### src/hw/rtl/file_uri_percent_decoder_unit_assert.svh
// Assertion macros for the file URI percent decoder unit.
// Included by the top level; needs no package.
`ifndef FILE_URI_PERCENT_DECODER_UNIT_ASSERT_SVH
`define FILE_URI_PERCENT_DECODER_UNIT_ASSERT_SVH

// Same-cycle implication, disabled while reset is asserted.
`define FUPD_ASSERT_IMPL(lbl, clk, rst_n, ante, cons) \
  lbl: assert property (@(posedge clk) disable iff (!(rst_n)) (ante) |-> (cons)) \
    else $error("fupd assertion failed");

// Next-cycle implication, disabled while reset is asserted.
`define FUPD_ASSERT_NEXT(lbl, clk, rst_n, ante, cons) \
  lbl: assert property (@(posedge clk) disable iff (!(rst_n)) (ante) |=> (cons)) \
    else $error("fupd assertion failed");

`endif

### src/hw/rtl/fupd_pkg.sv
// Shared types, constants and decode functions of the file URI percent decoder.
// Used by every module of the unit; depends on nothing.
`timescale 1ns / 1ps

package fupd_pkg;

  typedef struct packed {
    logic [7:0] in_byte;
    logic       in_last;
  } in_t;

  typedef struct packed {
    logic [7:0] out_byte;
    logic       has_byte;
    logic       out_last;
  } out_t;

  typedef struct packed {
    logic       last;
    logic [2:0] pre_cnt;
    logic [1:0] tail_cnt;
    logic [7:0] tail0;
    logic [7:0] tail1;
  } cmd_t;

  typedef enum logic [2:0] {
    EscIdle   = 3'b001,
    EscFirst  = 3'b010,
    EscSecond = 3'b100
  } esc_phase_e;

  localparam logic [2:0] PrefixDone  = 3'd7;
  localparam logic [7:0] PercentChar = 8'h25;

  function automatic logic [7:0] prefix_char(input logic [2:0] idx);
    logic [7:0] ch;
    unique case (idx)
      3'd0:    ch = 8'h66;
      3'd1:    ch = 8'h69;
      3'd2:    ch = 8'h6c;
      3'd3:    ch = 8'h65;
      3'd4:    ch = 8'h3a;
      3'd5:    ch = 8'h2f;
      3'd6:    ch = 8'h2f;
      default: ch = 8'h00;
    endcase
    return ch;
  endfunction

  // Returns {valid, value} of one hex digit.
  function automatic logic [4:0] hex_value(input logic [7:0] c);
    logic [4:0] r;
    r = 5'b0;
    if (c >= 8'h30 && c <= 8'h39) begin
      r = {1'b1, 4'(c - 8'h30)};
    end else if (c >= 8'h61 && c <= 8'h66) begin
      r = {1'b1, 4'(c - 8'h57)};
    end else if (c >= 8'h41 && c <= 8'h46) begin
      r = {1'b1, 4'(c - 8'h37)};
    end
    return r;
  endfunction

  function automatic logic is_space(input logic [7:0] c);
    return (c == 8'h20) || (c >= 8'h09 && c <= 8'h0d);
  endfunction

  // Two-character field read as a base-16 number with optional lead, wrapped to a byte.
  function automatic logic [7:0] decode_pair(input logic [7:0] a, input logic [7:0] b);
    logic [4:0] va;
    logic [4:0] vb;
    logic [7:0] r;
    va = hex_value(a);
    vb = hex_value(b);
    r  = 8'h00;
    if (va[4]) begin
      r = vb[4] ? {va[3:0], vb[3:0]} : {4'h0, va[3:0]};
    end else if (vb[4]) begin
      if (is_space(a) || a == 8'h2b) begin
        r = {4'h0, vb[3:0]};
      end else if (a == 8'h2d) begin
        r = 8'h00 - {4'h0, vb[3:0]};
      end
    end
    return r;
  endfunction

endpackage

### src/hw/rtl/fupd_front.sv
// Front end: tracks the prefix match and escape state and turns each input
// transfer into at most one output command. Depends on fupd_pkg.
`timescale 1ns / 1ps

module fupd_front (
  input  logic            clk_i,
  input  logic            rst_ni,
  input  logic            accept_i,
  input  fupd_pkg::in_t   in_i,
  output logic            push_o,
  output fupd_pkg::cmd_t  cmd_o
);

  logic [2:0]            pos_q, pos_d;
  fupd_pkg::esc_phase_e  phase_q, phase_d;
  logic [7:0]            first_q, first_d;
  logic                  run_dec;
  logic                  dec_has;
  logic [7:0]            dec_byte;
  logic [7:0]            c;
  logic                  last;

  always_comb begin
    c        = in_i.in_byte;
    last     = in_i.in_last;
    pos_d    = pos_q;
    phase_d  = phase_q;
    first_d  = first_q;
    run_dec  = 1'b0;
    dec_has  = 1'b0;
    dec_byte = c;
    cmd_o    = '0;
    cmd_o.last = last;

    if (pos_q != fupd_pkg::PrefixDone) begin
      if (c == fupd_pkg::prefix_char(pos_q)) begin
        pos_d = pos_q + 3'd1;
        if (last && pos_d != fupd_pkg::PrefixDone) begin
          cmd_o.pre_cnt = pos_d;
        end
      end else begin
        cmd_o.pre_cnt = pos_q;
        pos_d         = fupd_pkg::PrefixDone;
        run_dec       = 1'b1;
      end
    end else begin
      run_dec = 1'b1;
    end

    if (run_dec) begin
      unique case (phase_q)
        fupd_pkg::EscFirst: begin
          first_d = c;
          phase_d = fupd_pkg::EscSecond;
        end
        fupd_pkg::EscSecond: begin
          dec_has  = 1'b1;
          dec_byte = fupd_pkg::decode_pair(first_q, c);
          phase_d  = fupd_pkg::EscIdle;
          first_d  = 8'h00;
        end
        default: begin
          if (c == fupd_pkg::PercentChar) begin
            phase_d = fupd_pkg::EscFirst;
          end else begin
            phase_d = fupd_pkg::EscIdle;
            dec_has = 1'b1;
          end
        end
      endcase
    end

    if (dec_has) begin
      cmd_o.tail_cnt = 2'd1;
      cmd_o.tail0    = dec_byte;
    end else if (last && phase_d == fupd_pkg::EscFirst) begin
      cmd_o.tail_cnt = 2'd1;
      cmd_o.tail0    = fupd_pkg::PercentChar;
    end else if (last && phase_d == fupd_pkg::EscSecond) begin
      cmd_o.tail_cnt = 2'd2;
      cmd_o.tail0    = fupd_pkg::PercentChar;
      cmd_o.tail1    = first_d;
    end

    if (last) begin
      pos_d   = 3'd0;
      phase_d = fupd_pkg::EscIdle;
      first_d = 8'h00;
    end

    push_o = accept_i && (last || cmd_o.pre_cnt != 3'd0 || cmd_o.tail_cnt != 2'd0);
  end

  always_ff @(posedge clk_i or negedge rst_ni) begin
    if (!rst_ni) begin
      pos_q   <= 3'd0;
      phase_q <= fupd_pkg::EscIdle;
      first_q <= 8'h00;
    end else if (accept_i) begin
      pos_q   <= pos_d;
      phase_q <= phase_d;
      first_q <= first_d;
    end
  end

endmodule

### src/hw/rtl/fupd_cmd_fifo.sv
// Command queue between the front and back ends of the decoder.
// Depends on fupd_pkg for the command type.
`timescale 1ns / 1ps

module fupd_cmd_fifo #(
  parameter int Depth = 4
) (
  input  logic            clk_i,
  input  logic            rst_ni,
  input  logic            push_i,
  input  fupd_pkg::cmd_t  data_i,
  input  logic            pop_i,
  output fupd_pkg::cmd_t  data_o,
  output logic            full_o,
  output logic            empty_o
);

  localparam int PtrW = (Depth > 1) ? $clog2(Depth) : 1;
  localparam int CntW = $clog2(Depth + 1);

  fupd_pkg::cmd_t  mem_q [Depth];
  logic [PtrW-1:0] wr_ptr_q, rd_ptr_q;
  logic [CntW-1:0] cnt_q;
  logic            do_push, do_pop;

  assign full_o  = (cnt_q == CntW'(Depth));
  assign empty_o = (cnt_q == '0);
  assign do_push = push_i && !full_o;
  assign do_pop  = pop_i && !empty_o;
  assign data_o  = mem_q[rd_ptr_q];

  always_ff @(posedge clk_i) begin
    if (do_push) begin
      mem_q[wr_ptr_q] <= data_i;
    end
  end

  always_ff @(posedge clk_i or negedge rst_ni) begin
    if (!rst_ni) begin
      wr_ptr_q <= '0;
      rd_ptr_q <= '0;
      cnt_q    <= '0;
    end else begin
      if (do_push) begin
        wr_ptr_q <= (wr_ptr_q == PtrW'(Depth - 1)) ? '0 : wr_ptr_q + PtrW'(1);
      end
      if (do_pop) begin
        rd_ptr_q <= (rd_ptr_q == PtrW'(Depth - 1)) ? '0 : rd_ptr_q + PtrW'(1);
      end
      if (do_push && !do_pop) begin
        cnt_q <= cnt_q + CntW'(1);
      end else if (do_pop && !do_push) begin
        cnt_q <= cnt_q - CntW'(1);
      end
    end
  end

endmodule

### src/hw/rtl/fupd_back.sv
// Back end: expands each queued command into result transfers, one per cycle while the
// output is not stalled, through a registered output stage. Depends on fupd_pkg.
`timescale 1ns / 1ps

module fupd_back (
  input  logic            clk_i,
  input  logic            rst_ni,
  input  logic            cmd_valid_i,
  input  fupd_pkg::cmd_t  cmd_i,
  output logic            pop_o,
  output logic            out_valid_o,
  input  logic            out_ready_i,
  output fupd_pkg::out_t  out_o
);

  logic [2:0]      idx_q;
  logic            out_valid_q;
  fupd_pkg::out_t  out_q;
  logic [3:0]      total;
  logic [3:0]      n_res;
  logic            final_res;
  logic            load;
  logic [2:0]      off;
  fupd_pkg::out_t  res;

  always_comb begin
    total     = {1'b0, cmd_i.pre_cnt} + {2'b00, cmd_i.tail_cnt};
    n_res     = (total == 4'd0) ? 4'd1 : total;
    final_res = ({1'b0, idx_q} == n_res - 4'd1);
    off       = idx_q - cmd_i.pre_cnt;
    res       = '0;
    if (total != 4'd0) begin
      res.has_byte = 1'b1;
      if (idx_q < cmd_i.pre_cnt) begin
        res.out_byte = fupd_pkg::prefix_char(idx_q);
      end else begin
        res.out_byte = off[0] ? cmd_i.tail1 : cmd_i.tail0;
      end
    end
    res.out_last = cmd_i.last && final_res;
  end

  assign load        = cmd_valid_i && (!out_valid_q || out_ready_i);
  assign pop_o       = load && final_res;
  assign out_valid_o = out_valid_q;
  assign out_o       = out_q;

  always_ff @(posedge clk_i) begin
    if (load) begin
      out_q <= res;
    end
  end

  always_ff @(posedge clk_i or negedge rst_ni) begin
    if (!rst_ni) begin
      idx_q       <= 3'd0;
      out_valid_q <= 1'b0;
    end else begin
      if (load) begin
        out_valid_q <= 1'b1;
        idx_q       <= final_res ? 3'd0 : idx_q + 3'd1;
      end else if (out_ready_i) begin
        out_valid_q <= 1'b0;
      end
    end
  end

endmodule

### src/hw/rtl/file_uri_percent_decoder_unit.sv
// The first result of an input transfer passes through the command queue and the registered
// result stage. Throughput: one input per cycle while each input yields at most one result
// and the output is not stalled; an input with several results holds the result stage
// until all are out, and the command queue absorbs that. The result stage emits one result
// per cycle unless stalled and sets the rate. Reset (rst_ni low, asynchronous) clears
// prefix and escape state, empties the queue and drops the output valid.
`timescale 1ns / 1ps
`include "file_uri_percent_decoder_unit_assert.svh"

module file_uri_percent_decoder_unit #(
  parameter int FifoDepth = 4
) (
  input  logic            clk_i,
  input  logic            rst_ni,
  input  logic            in_valid_i,
  output logic            in_ready_o,
  input  fupd_pkg::in_t   in_i,
  output logic            out_valid_o,
  input  logic            out_ready_i,
  output fupd_pkg::out_t  out_o
);

  logic            accept;
  logic            push;
  logic            pop;
  logic            fifo_full;
  logic            fifo_empty;
  fupd_pkg::cmd_t  cmd_in;
  fupd_pkg::cmd_t  cmd_head;

  assign in_ready_o = !fifo_full;
  assign accept     = in_valid_i && in_ready_o;

  fupd_front u_front (
    .clk_i    (clk_i),
    .rst_ni   (rst_ni),
    .accept_i (accept),
    .in_i     (in_i),
    .push_o   (push),
    .cmd_o    (cmd_in)
  );

  fupd_cmd_fifo #(
    .Depth (FifoDepth)
  ) u_fifo (
    .clk_i   (clk_i),
    .rst_ni  (rst_ni),
    .push_i  (push),
    .data_i  (cmd_in),
    .pop_i   (pop),
    .data_o  (cmd_head),
    .full_o  (fifo_full),
    .empty_o (fifo_empty)
  );

  fupd_back u_back (
    .clk_i       (clk_i),
    .rst_ni      (rst_ni),
    .cmd_valid_i (!fifo_empty),
    .cmd_i       (cmd_head),
    .pop_o       (pop),
    .out_valid_o (out_valid_o),
    .out_ready_i (out_ready_i),
    .out_o       (out_o)
  );

  `FUPD_ASSERT_IMPL(a_last_pushes, clk_i, rst_ni, accept && in_i.in_last, push)
  `FUPD_ASSERT_IMPL(a_pop_nonempty, clk_i, rst_ni, pop, !fifo_empty)
  `FUPD_ASSERT_IMPL(a_bare_marker, clk_i, rst_ni, out_valid_o && !out_o.has_byte, out_o.out_last && out_o.out_byte == 8'h00)
  `FUPD_ASSERT_NEXT(a_push_fills, clk_i, rst_ni, push && !pop, !fifo_empty)

endmodule

### config.mk
export PLATFORM = sky130hd
export DESIGN_NAME = file_uri_percent_decoder_unit
export DESIGN_NICKNAME = d
export VERILOG_FILES = /design/src/hw/rtl/fupd_pkg.sv /design/src/hw/rtl/fupd_front.sv /design/src/hw/rtl/fupd_cmd_fifo.sv /design/src/hw/rtl/fupd_back.sv /design/src/hw/rtl/file_uri_percent_decoder_unit.sv
export VERILOG_INCLUDE_DIRS = /design/src /design/src/hw/rtl
export SDC_FILE = /design/constraint.sdc
export NUM_CORES = 1
export LEC_CHECK = 0
export ABC_CLOCK_PERIOD_IN_PS = 7200
export BUFFER_PORTS_ARGS = -buffer_cell sky130_fd_sc_hd__buf_2
export CELL_PAD_IN_SITES_DETAIL_PLACEMENT = 0
export CELL_PAD_IN_SITES_GLOBAL_PLACEMENT = 1
export CORE_MARGIN = 4
export CORE_UTILIZATION = 40
export CTS_CLUSTER_DIAMETER = 40
export DETAILED_ROUTE_END_ITERATION = 12
export GPL_TIMING_DRIVEN = 0
export PLACE_DENSITY_LB_ADDON = 0.1
export RECOVER_POWER = 100
export SETUP_SLACK_MARGIN = 0.3
export SKIP_CTS_REPAIR_TIMING = 1
export SLEW_MARGIN = 20
export SYNTH_ARGS = -nofsm -noshare
export SYNTH_HDL_FRONTEND = slang
export SYNTH_SLANG_ARGS = --single-unit
### constraint.sdc
create_clock -name clk_i -period 7.2 [get_ports clk_i]
set_clock_uncertainty 0.1 [all_clocks]
set_input_delay 1.08 -clock clk_i [delete_from_list [all_inputs] [get_ports clk_i]]
set_output_delay 1.08 -clock clk_i [all_outputs]
set_load 0.05 [all_outputs]
==> flow_metrics.tcl, run 1 <==
set metrics [dict create \
    drc_errors 0 \
    r2r_cells 19 \
    ys_warn_count 0 \
    hold_violations 0 \
    cp_cell_sequence "clkbuf_1 > clkbuf_1 > mux4_2 > ha_1 > inv_1 > fa_1 > nor2b_1 > mux2_1 > a21oi_1 > ha_1 > xor2_1 > xnor2_1 > o211ai_1 > o21ai_0 > nand4_1 > ha_1 > inv_1 > fa_1 > mux2_2" \
    startpoint_type "flop" \
    grt_setup_unrepaired "no" \
    numCtsBuffers 17 \
    clock_power_share_pct 24.9 \
    max_stage_delay_ns 0.66 \
    dieArea_sq_um 19000 \
    syn2layout_area_growth_pct 13.1 \
    post-place-ws_ns 1.40 \
    grt-ovfl-total 0 \
    gp_congestion 0.859 \
    grt_pass1_wl_mm 24.9 \
    drt_iter0_drc 317 \
    cap_viol_max_count 5 \
    wl_per_cell_um 18.5 \
    slowest_stage "clkbuf_1" \
    power.internal_mw 2.06 \
    antenna_found_initial 0 \
    violations "max-capacitance violations, max-slew violations" \
    n_antenna_cell 0 \
    fin_ws_ns 1.43 \
    p_leak_nw 2.72 \
    power_mw 3.27 \
    dpl.hpwl_mm 11.0 \
    p_switching_mw 1.20 \
    grt_use_total_pct 17.3 \
    std_cell_rows 47 \
    synth-edff-count 98 \
    synth_nets 603 \
    start_util_pct 40.8 \
    min_path_cells 1 \
    slew_headroom_pct -16.1 \
    sw_frac_of_total_pct 36.8 \
    fmax_ghz 0.173 \
    yosys-top-cells-count "edfxtp_1, nor2_1, ha_1, inv_1, clkbuf_1" \
    min_from "u_fifo.cnt_q[2]$_DFFE_PN0P_" \
    grt_pass1_vias 4700 \
    wl_mm 15.3 \
    synth_area_leader_cell "edfxtp_1" \
    via_per_inst 5.60 \
    die_h_um 138 \
    crit_fanout 10 \
    io_pins 25 \
    dr.pass1.iters 5 \
    crit_path_frequent_cell "ha_1" \
    cts-root-buf "clkbuf_16" \
    rrSetupSlack_ns 1.43 \
    final-max-slew-violation-count 118 \
    synth_cells 555 \
    worstHoldPathType "reg -> reg" \
    ant_nets 0 \
    clk_pin_slew_ns 0.05 \
    numPortBuffers 20 \
    p_comb_share_pct 41.5 \
    cts.sinks 123 \
    layout-drive-gt1-share_pct 10.4 \
    ys.flop_type "edfxtp_1" \
    reg2reg_to "u_fifo.cnt_q[1]$_DFFE_PN0P_" \
    ys_top_cells_by_area "edfxtp_1, dfrtp_1, mux4_2" \
    fin_crit_ns 5.77 \
    syn_area_sq_um 6740 \
    critical_path_class "reg -> reg" \
    worst_pin_slew_ns 1.74 \
    setup_violations 0 \
    fp.dieW_um 138 \
    tns_ns 0 \
    grt_max_degree 26 \
    num_vias 4626 \
    ys_types 64 \
    p_per_area_nw_per_um2 428 \
    fin_crit_sh_pct 80.1 \
    async_reset_ff_share_pct 20.3 \
    end_kind "flop" \
    yosysSeqAreaShare_pct 52.9 \
    synth.avg_cell_area_sq_um 12.2 \
    cts_tree "done" \
    rr_startpoint "u_fifo.rd_ptr_q[0]$_DFFE_PN0P_" \
    synth_top_area_share_pct 43.6 \
    pwr-share-seq_pct 33.6 \
    core_area_sq_um 16500 \
    status "finished with violations" \
    holdPathEnd "u_fifo.cnt_q[2]$_DFFE_PN0P_" \
    synth.most_common_cell "edfxtp_1" \
    synth_seq_cells 123 \
    clock_path_buffers 2 \
    peakVddDrop_mv 0.202 \
    required_ns 7.39 \
    insertion_delay_ns 0.41 \
    nets 642 \
    h-tree-depth 4 \
    fin_util_pct 46.2 \
    cp_data_arrival_time_ns 5.95 \
]
per-layer routing:
layer / GRT usage, % / vias up / part of all wire (%) / wire, um
li1: - / 2194 / - / -
met1: 21.7 / 2290 / 44 / 6740
met2: 29.4 / 115 / 50 / 7630
met3: 3.62 / 27 / 3.7 / 573
met4: 6.53 / 0 / 2.4 / 367
met5: 0 / - / 0 / 0
state kept, by name (all words and copies together), names as in the netlist:
register and cells:
u_back.idx_q 3, u_front.first_q 8, u_front.pos_q 3, u_front.phase_q 3, u_fifo.cnt_q 3, u_fifo.rd_ptr_q 2, u_fifo.wr_ptr_q 2, u_back.out_o 10
u_back.out_valid_o 1, u_fifo.mem_q 88
cell type report:
type	instances	area, sq um
plain buffers	33	125
well taps	220	275
clock buffers	20	437
multi-input cells	370	2900
repair buffers	20	81.3
inverters	29	109
flip-flops and latches	123	3570
clock inverters	11	128
fillers	1534	8900
power groups by stage:
stage	clock network, mW	registers (mW)	logic, mW
final	0.814	1.10	1.36
after global routing	0.861	1.12	1.53
after CTS	0.828	1.09	1.40
after detailed placement	0	1.11	1.40
after global placement	0	1.10	1.38
after floorplan	0	1.19	0.976
placed cells by master, fill, tap and decap left out, types with 5 or more instances in the layout:
master	instances
a211oi_1	12
a21oi_1	24
a22oi_1	14
a32oi_1	9
and2_0	5
buf_2	6
clkbuf_1	49
clkbuf_16	17
dfrtp_1	24
edfxtp_1	98
ha_1	33
inv_1	28
mux2i_1	13
mux4_2	22
nand2_1	25
nor2_1	52
nor2b_1	11
nor3_1	13
nor4_1	7
o21ai_0	32
o31ai_1	5
xnor2_1	5
xor2_1	6
per-stage QoR:
step / hold slack (ns) / std cells / cell area, sq um
floorplan: 0.364 / 555 / 6740
detailed placement: 0.393 / 795 / 7130
CTS: 0.399 / 826 / 7690
global placement: 0.369 / 795 / 7120
global route: 0.408 / 826 / 7630
finish: 0.398 / 826 / 7630
cell families (layout without fill, tap and decap cells):
| logic type | Yosys count | in the layout | synth area share (%) |
|---|---|---|---|
| compound gates | 134 | 134 | 13.7 |
| xor+xnor | 11 | 11 | 1.43 |
| flops | 123 | 123 | 52.9 |
| mux | 42 | 42 | 10.4 |
| fa+ha+maj | 35 | 35 | 6.72 |
| buf+inv | 62 | 113 | 3.53 |
| simple gates | 148 | 148 | 11.3 |
worst max-delay path: cells and delay by family (launching register included):
family,cells,cell delay (ns)
buffers and inverters,4,1.19
AO/OA/AOI/OAI,3,0.57
flip-flops,1,0.34
adder cells (fa/ha/maj),5,1.50
XOR/XNOR,2,0.37
multiplexers,3,1.21
AND/OR/NAND/NOR,2,0.37
worst max path at each step:
stage / startpoint / endpoint / cells after the start
3_5_place_dp: u_fifo.rd_ptr_q[0]$_DFFE_PN0P_ / u_fifo.cnt_q[1]$_DFFE_PN0P_ / 19
2_1_floorplan: u_fifo.rd_ptr_q[0]$_DFFE_PN0P_ / u_fifo.cnt_q[1]$_DFFE_PN0P_ / 19
5_1_grt: u_fifo.rd_ptr_q[0]$_DFFE_PN0P_ / u_fifo.cnt_q[1]$_DFFE_PN0P_ / 19
4_1_cts: u_fifo.rd_ptr_q[0]$_DFFE_PN0P_ / u_fifo.cnt_q[1]$_DFFE_PN0P_ / 19
3_3_place_gp: u_fifo.rd_ptr_q[0]$_DFFE_PN0P_ / u_fifo.cnt_q[1]$_DFFE_PN0P_ / 19
6_report: u_fifo.rd_ptr_q[0]$_DFFE_PN0P_ / u_fifo.cnt_q[1]$_DFFE_PN0P_ / 19
Power figures use the tool's default switching activity.
==> inputs of run 2 (changes only) <==
- ABC_AREA: default -> 1
- ABC_CLOCK_PERIOD_IN_PS: 7200 -> 4800
- clock period: 7.2 -> 4.8 ns (I/O delays scaled with it)
==> flow_metrics.tcl, run 2 <==
set metrics [dict create \
    status "finished with violations" \
    violations "max-capacitance violations, max-slew violations" \
    via_per_inst 5.23 \
    ys_warn_count 0 \
    slew_headroom_pct -6.48 \
    synth_seq_cells 123 \
    insertion_delay_ns 0.40 \
    grt-ovfl-total 0 \
    critical_path_class "reg -> reg" \
    globalRouteMet2Util_pct 31.5 \
    grt_max_degree 26 \
    grt.busiest_layer "met2" \
    ant_nets 0 \
    fin_crit_ns 4.38 \
    num_vias 5270 \
    layout-drive-gt1-share_pct 8.76 \
    gp_congestion 0.870 \
    drt_iter0_drc 338 \
    syn_area_sq_um 6730 \
    numCtsBuffers 17 \
    clock_path_buffers 2 \
    power_mw 5.25 \
    fin_ws_ns 0.417 \
    worstHoldPathType "in -> reg" \
    async_reset_ff_share_pct 20.3 \
    post-place-ws_ns -0.523 \
    worst_pin_slew_ns 1.60 \
    grt_pass1_vias 5002 \
    yosysSeqAreaShare_pct 53.0 \
    start_util_pct 40.7 \
    dpl.cell_count 968 \
    setup_violations 0 \
    p_per_area_nw_per_um2 677 \
    io_pins 25 \
    synth-edff-count 98 \
    peakVddDrop_mv 0.385 \
    largest_register_ffs 88 \
    syn2layout_area_growth_pct 15.2 \
    synth_top_area_share_pct 43.7 \
    cp_data_arrival_time_ns 4.56 \
    std_cell_rows 47 \
    synth_cells 720 \
    final_cell_mix "nand2_1, edfxtp_1, nor2_1, inv_1, o21ai_0" \
    hold_violations 0 \
    n_antenna_cell 0 \
    p_leak_nw 3.28 \
    wl_per_cell_um 16.6 \
    ys_top_cells_by_area "edfxtp_1, dfrtp_1, nand2_1" \
    h-tree-depth 4 \
    cts.sinks 123 \
    nets 824 \
    grtUsageMet3_pct 3.47 \
    antenna_found_initial 0 \
    crit_fanout 10 \
    die_h_um 138 \
    synth.most_common_cell "nand2_1" \
    use_met1_pct 23.1 \
    startpoint_type "flop" \
    numPortBuffers 24 \
    grt_use_total_pct 18.2 \
    dr.pass1.iters 5 \
    core_area_sq_um 16500 \
    yosys-top-cells-count "nand2_1, edfxtp_1, inv_1, nor2_1, nand3_1" \
    end_kind "flop" \
    cts-root-buf "clkbuf_16" \
    required_ns 4.97 \
    drc_errors 0 \
    dpl.hpwl_mm 12.1 \
    regMostFlops "u_fifo.mem_q" \
    cap_viol_max_count 1 \
    fp.dieW_um 138 \
    synth.avg_cell_area_sq_um 9.35 \
    fin_util_pct 46.9 \
    clk_pin_slew_ns 0.05 \
    fmax_ghz 0.228 \
    cts_tree "done" \
    ys.flop_type "edfxtp_1" \
    ys_types 46 \
    synth_area_leader_cell "edfxtp_1" \
    wl_mm 16.7 \
    grt_setup_unrepaired "no" \
    synth_nets 768 \
    final_cells 1008 \
    final-max-slew-violation-count 26 \
    tns_ns 0 \
    final_common_cell "nand2_1" \
    grt_pass1_wl_mm 26.2 \
    fin_crit_sh_pct 91.3 \
    dieArea_sq_um 19000 \
]
-- run 2: cell families (layout without fill, tap and decap cells) --
logic type               Yosys count  after routing  synth area share (%)
AO/OA/AOI/OAI                    144            144                  12.8
XOR/XNOR                          10             10                  1.30
adder cells (fa/ha/maj)           35             35                  6.73
buffers and inverters            110            178                  6.62
flip-flops                       123            123                  53.0
AND/OR/NAND/NOR                  298            298                  19.6
-- run 2: per-layer routing --
layer	wire, um	vias to the layer above
li1	-	2608
met3	677	20
met1	7430	2522
met5	0	-
met2	8430	120
met4	208	0
-- run 2: where the power goes --
part	total (mW)	switching, mW	leakage (nW)	internal, mW
Clock	1.17	0.420	0.259	0.751
Combinational	2.48	1.60	1.79	0.883
Sequential	1.60	0.109	1.23	1.49
-- run 2: cell type report --
type	instances	area (sq um)
fill	1612	8770
sequential	123	3570
multi-input combinational	487	2680
clock buffer	21	440
inverter	90	340
tap	220	275
timing repair buffer	37	226
buffer	20	120
clock inverter	10	101
-- run 2: final timing paths --
kind                                             endpoint  slack, ns  depth (start not counted)                           start
max in group asynchronous  u_front.first_q[2]$_DFFE_PN0P_       3.05                          1                          rst_ni
setup / recovery              u_fifo.cnt_q[2]$_DFFE_PN0P_       0.42                         23  u_fifo.rd_ptr_q[0]$_DFFE_PN0P_
hold / removal             u_back.out_valid_o$_DFFE_PN0P_       0.41                          2                     out_ready_i
hold reg to reg               u_fifo.cnt_q[0]$_DFFE_PN0P_       0.43                          1     u_fifo.cnt_q[0]$_DFFE_PN0P_
min in group asynchronous     u_back.idx_q[1]$_DFFE_PN0P_       0.61                          1                          rst_ni
setup reg to reg              u_fifo.cnt_q[2]$_DFFE_PN0P_       0.42                         23  u_fifo.rd_ptr_q[0]$_DFFE_PN0P_
-- run 2: critical path, cell delays in order, from the launching register on --
cell	delay, ns
dfrtp_1	0.41
clkinvlp_2	0.12
buf_6	0.16
buf_8	0.14
o21ai_0	0.09
o22ai_1	0.23
ha_1	0.22
inv_1	0.06
fa_2	0.37
xnor2_2	0.17
nand4_1	0.19
nand2_2	0.12
inv_1	0.05
ha_1	0.30
xor2_1	0.16
o21ai_0	0.15
nor2_4	0.07
nand3_2	0.11
ha_2	0.18
inv_1	0.06
fa_1	0.37
a21oi_1	0.14
o21ai_0	0.12
xor2_1	0.16
-- run 2: metrics by stage --
| step | instance area, sq um | hold slack [ns] |
|---|---|---|
| 2_1_floorplan | 6730 | 0.324 |
| 3_3_place_gp | 7130 | 0.417 |
| 3_5_place_dp | 7250 | 0.435 |
| 4_1_cts | 7790 | 0.252 |
| 5_1_grt | 7750 | 0.418 |
| 6_report | 7750 | 0.412 |
==> inputs of run 3 (changes only) <==
- MAX_ROUTING_LAYER: default -> met4
==> flow_metrics.tcl, run 3 (same netlist as run 2, synthesis figures left out) <==
set metrics [dict create \
    worstHoldPathType "in -> reg" \
    fp.dieW_um 138 \
    tns_ns 0 \
    num_vias 5210 \
    gp_congestion 0.879 \
    status "finished with violations" \
    grt_pass1_vias 5085 \
    largest_register_ffs 88 \
    required_ns 4.98 \
    syn2layout_area_growth_pct 15.3 \
    min_from "out_ready_i" \
    critical_path_class "reg -> reg" \
    fin_util_pct 47.0 \
    p_leak_nw 3.28 \
    dpl.cell_count 968 \
    slew_headroom_pct -2.34 \
    critPathCapture "u_fifo.cnt_q[2]$_DFFE_PN0P_" \
    setup_violations 0 \
    cp_data_arrival_time_ns 4.61 \
    via_per_inst 5.17 \
    n_antenna_cell 0 \
    core_area_sq_um 16500 \
    insertion_delay_ns 0.41 \
    crit_start "u_fifo.rd_ptr_q[0]$_DFFE_PN0P_" \
    cp_top_family "adder cells" \
    rrSetupSlack_ns 0.38 \
    path_depth 23 \
    numPortBuffers 24 \
    dr_wl_met2_mm 8.26 \
    regMostFlops "u_fifo.mem_q" \
    reg2reg_to "u_fifo.cnt_q[2]$_DFFE_PN0P_" \
    dpl.hpwl_mm 12.3 \
    grt_max_degree 26 \
    met1_length_mm 7.84 \
    end_kind "flop" \
    stdcell_area_sq_um 7760 \
    nets 824 \
    hold_violations 0 \
    start_util_pct 40.7 \
    path_buf_inv 6 \
    slowest_stage "fa_2" \
    p_per_area_nw_per_um2 677 \
    peakVddDrop_mv 0.326 \
    clk_pin_slew_ns 0.05 \
    cap_viol_max_count 1 \
    final_cells 1008 \
    violations "max-capacitance violations, max-slew violations" \
    worst_pin_slew_ns 1.54 \
    wl_met3_um 593 \
    numCtsBuffers 17 \
    drc_errors 0 \
    r2r_cells 23 \
    cts-root-buf "clkbuf_16" \
    drt_iter0_drc 277 \
    wl_mm 17.0 \
    grt_pass1_wl_mm 26.7 \
    grt-ovfl-total 0 \
    fmax_ghz 0.226 \
    std_cell_rows 47 \
    grt_setup_unrepaired "no" \
    maxUsedRoutingLayer "met4" \
    h-tree-depth 4 \
    final-max-slew-violation-count 26 \
    startpoint_type "flop" \
    dieArea_sq_um 19000 \
    ant_nets 0 \
    crit_fanout 10 \
    power_mw 5.25 \
    crit_path_frequent_cell "inv_1" \
    die_h_um 138 \
    fin_crit_sh_pct 92.1 \
    final_common_cell "nand2_1" \
    cp_cell_sequence "clkinvlp_2 > clkbuf_1 > buf_8 > o21ai_0 > o22ai_2 > ha_2 > inv_1 > fa_2 > xnor2_2 > nand4_1 > nand2_1 > inv_1 > ha_1 > xor2_1 > o21ai_1 > nor2_4 > nand3_2 > ha_2 > inv_1 > fa_1 > a21oi_1 > o21ai_0 > xor2_1" \
    io_pins 25 \
    grt_use_total_pct 19.1 \
    postPlaceCellArea_sq_um 7240 \
    layout-drive-gt1-share_pct 8.76 \
    final_cell_mix "nand2_1, edfxtp_1, nor2_1, inv_1" \
    cts.sinks 123 \
    rr_startpoint "u_fifo.rd_ptr_q[0]$_DFFE_PN0P_" \
    cts_tree "done" \
    antenna_found_initial 0 \
    clock_path_buffers 2 \
    fin_crit_ns 4.42 \
    max_stage_delay_ns 0.42 \
    dr.pass1.iters 4 \
    wl_per_cell_um 16.9 \
]
## run 3: final cells by class
cell class / instances / area (sq um)
buffer: 20 / 120
clock inverter: 11 / 128
fill: 1584 / 8760
multi-input combinational: 487 / 2690
tap: 220 / 275
timing repair buffer: 37 / 204
sequential: 123 / 3570
inverter: 90 / 340
clock buffer: 20 / 437
## run 3: per-stage QoR
| stage | hold slack, ns | setup slack (ns) |
|---|---|---|
| floorplan | 0.324 | 0.455 |
| global placement | 0.417 | -0.504 |
| detailed placement | 0.431 | -0.505 |
| CTS | 0.251 | -0.539 |
| global route | 0.401 | 0.0988 |
| finish | 0.399 | 0.378 |
## run 3: power breakdown
part | total [mW] | internal [mW] | switching (mW)
combinational | 2.43 | 0.823 | 1.61
sequential | 1.60 | 1.49 | 0.113
clock | 1.22 | 0.801 | 0.423
total | 5.25 | 3.11 | 2.14
## run 3: metal layers
layer  GRT usage (%)  vias up
li1                -     2599
met1            24.5     2492
met3            3.51       19
met4            6.86        0
met2            30.6      100
met5               -        -
## run 3: worst register-to-register path: stages, from the launching register on
cell	delay [ns]
dfrtp_1	0.41
clkinvlp_2	0.13
clkbuf_1	0.17
buf_8	0.15
o21ai_0	0.10
o22ai_2	0.19
ha_2	0.22
inv_1	0.06
fa_2	0.42
xnor2_2	0.17
nand4_1	0.18
nand2_1	0.15
inv_1	0.06
ha_1	0.30
xor2_1	0.17
o21ai_1	0.15
nor2_4	0.07
nand3_2	0.09
ha_2	0.17
inv_1	0.06
fa_1	0.37
a21oi_1	0.14
o21ai_0	0.11
xor2_1	0.15
## run 3: worst min-delay path by stage
stage	endpoint	slack (ns)	cells after the start
global route	u_back.out_valid_o$_DFFE_PN0P_	0.40	2
floorplan	u_back.idx_q[0]$_DFFE_PN0P_	0.32	0
global placement	u_fifo.wr_ptr_q[1]$_DFFE_PN0P_	0.42	2
detailed placement	u_fifo.cnt_q[0]$_DFFE_PN0P_	0.43	1
CTS	u_back.idx_q[2]$_DFFE_PN0P_	0.25	1
finish	u_back.out_valid_o$_DFFE_PN0P_	0.40	2
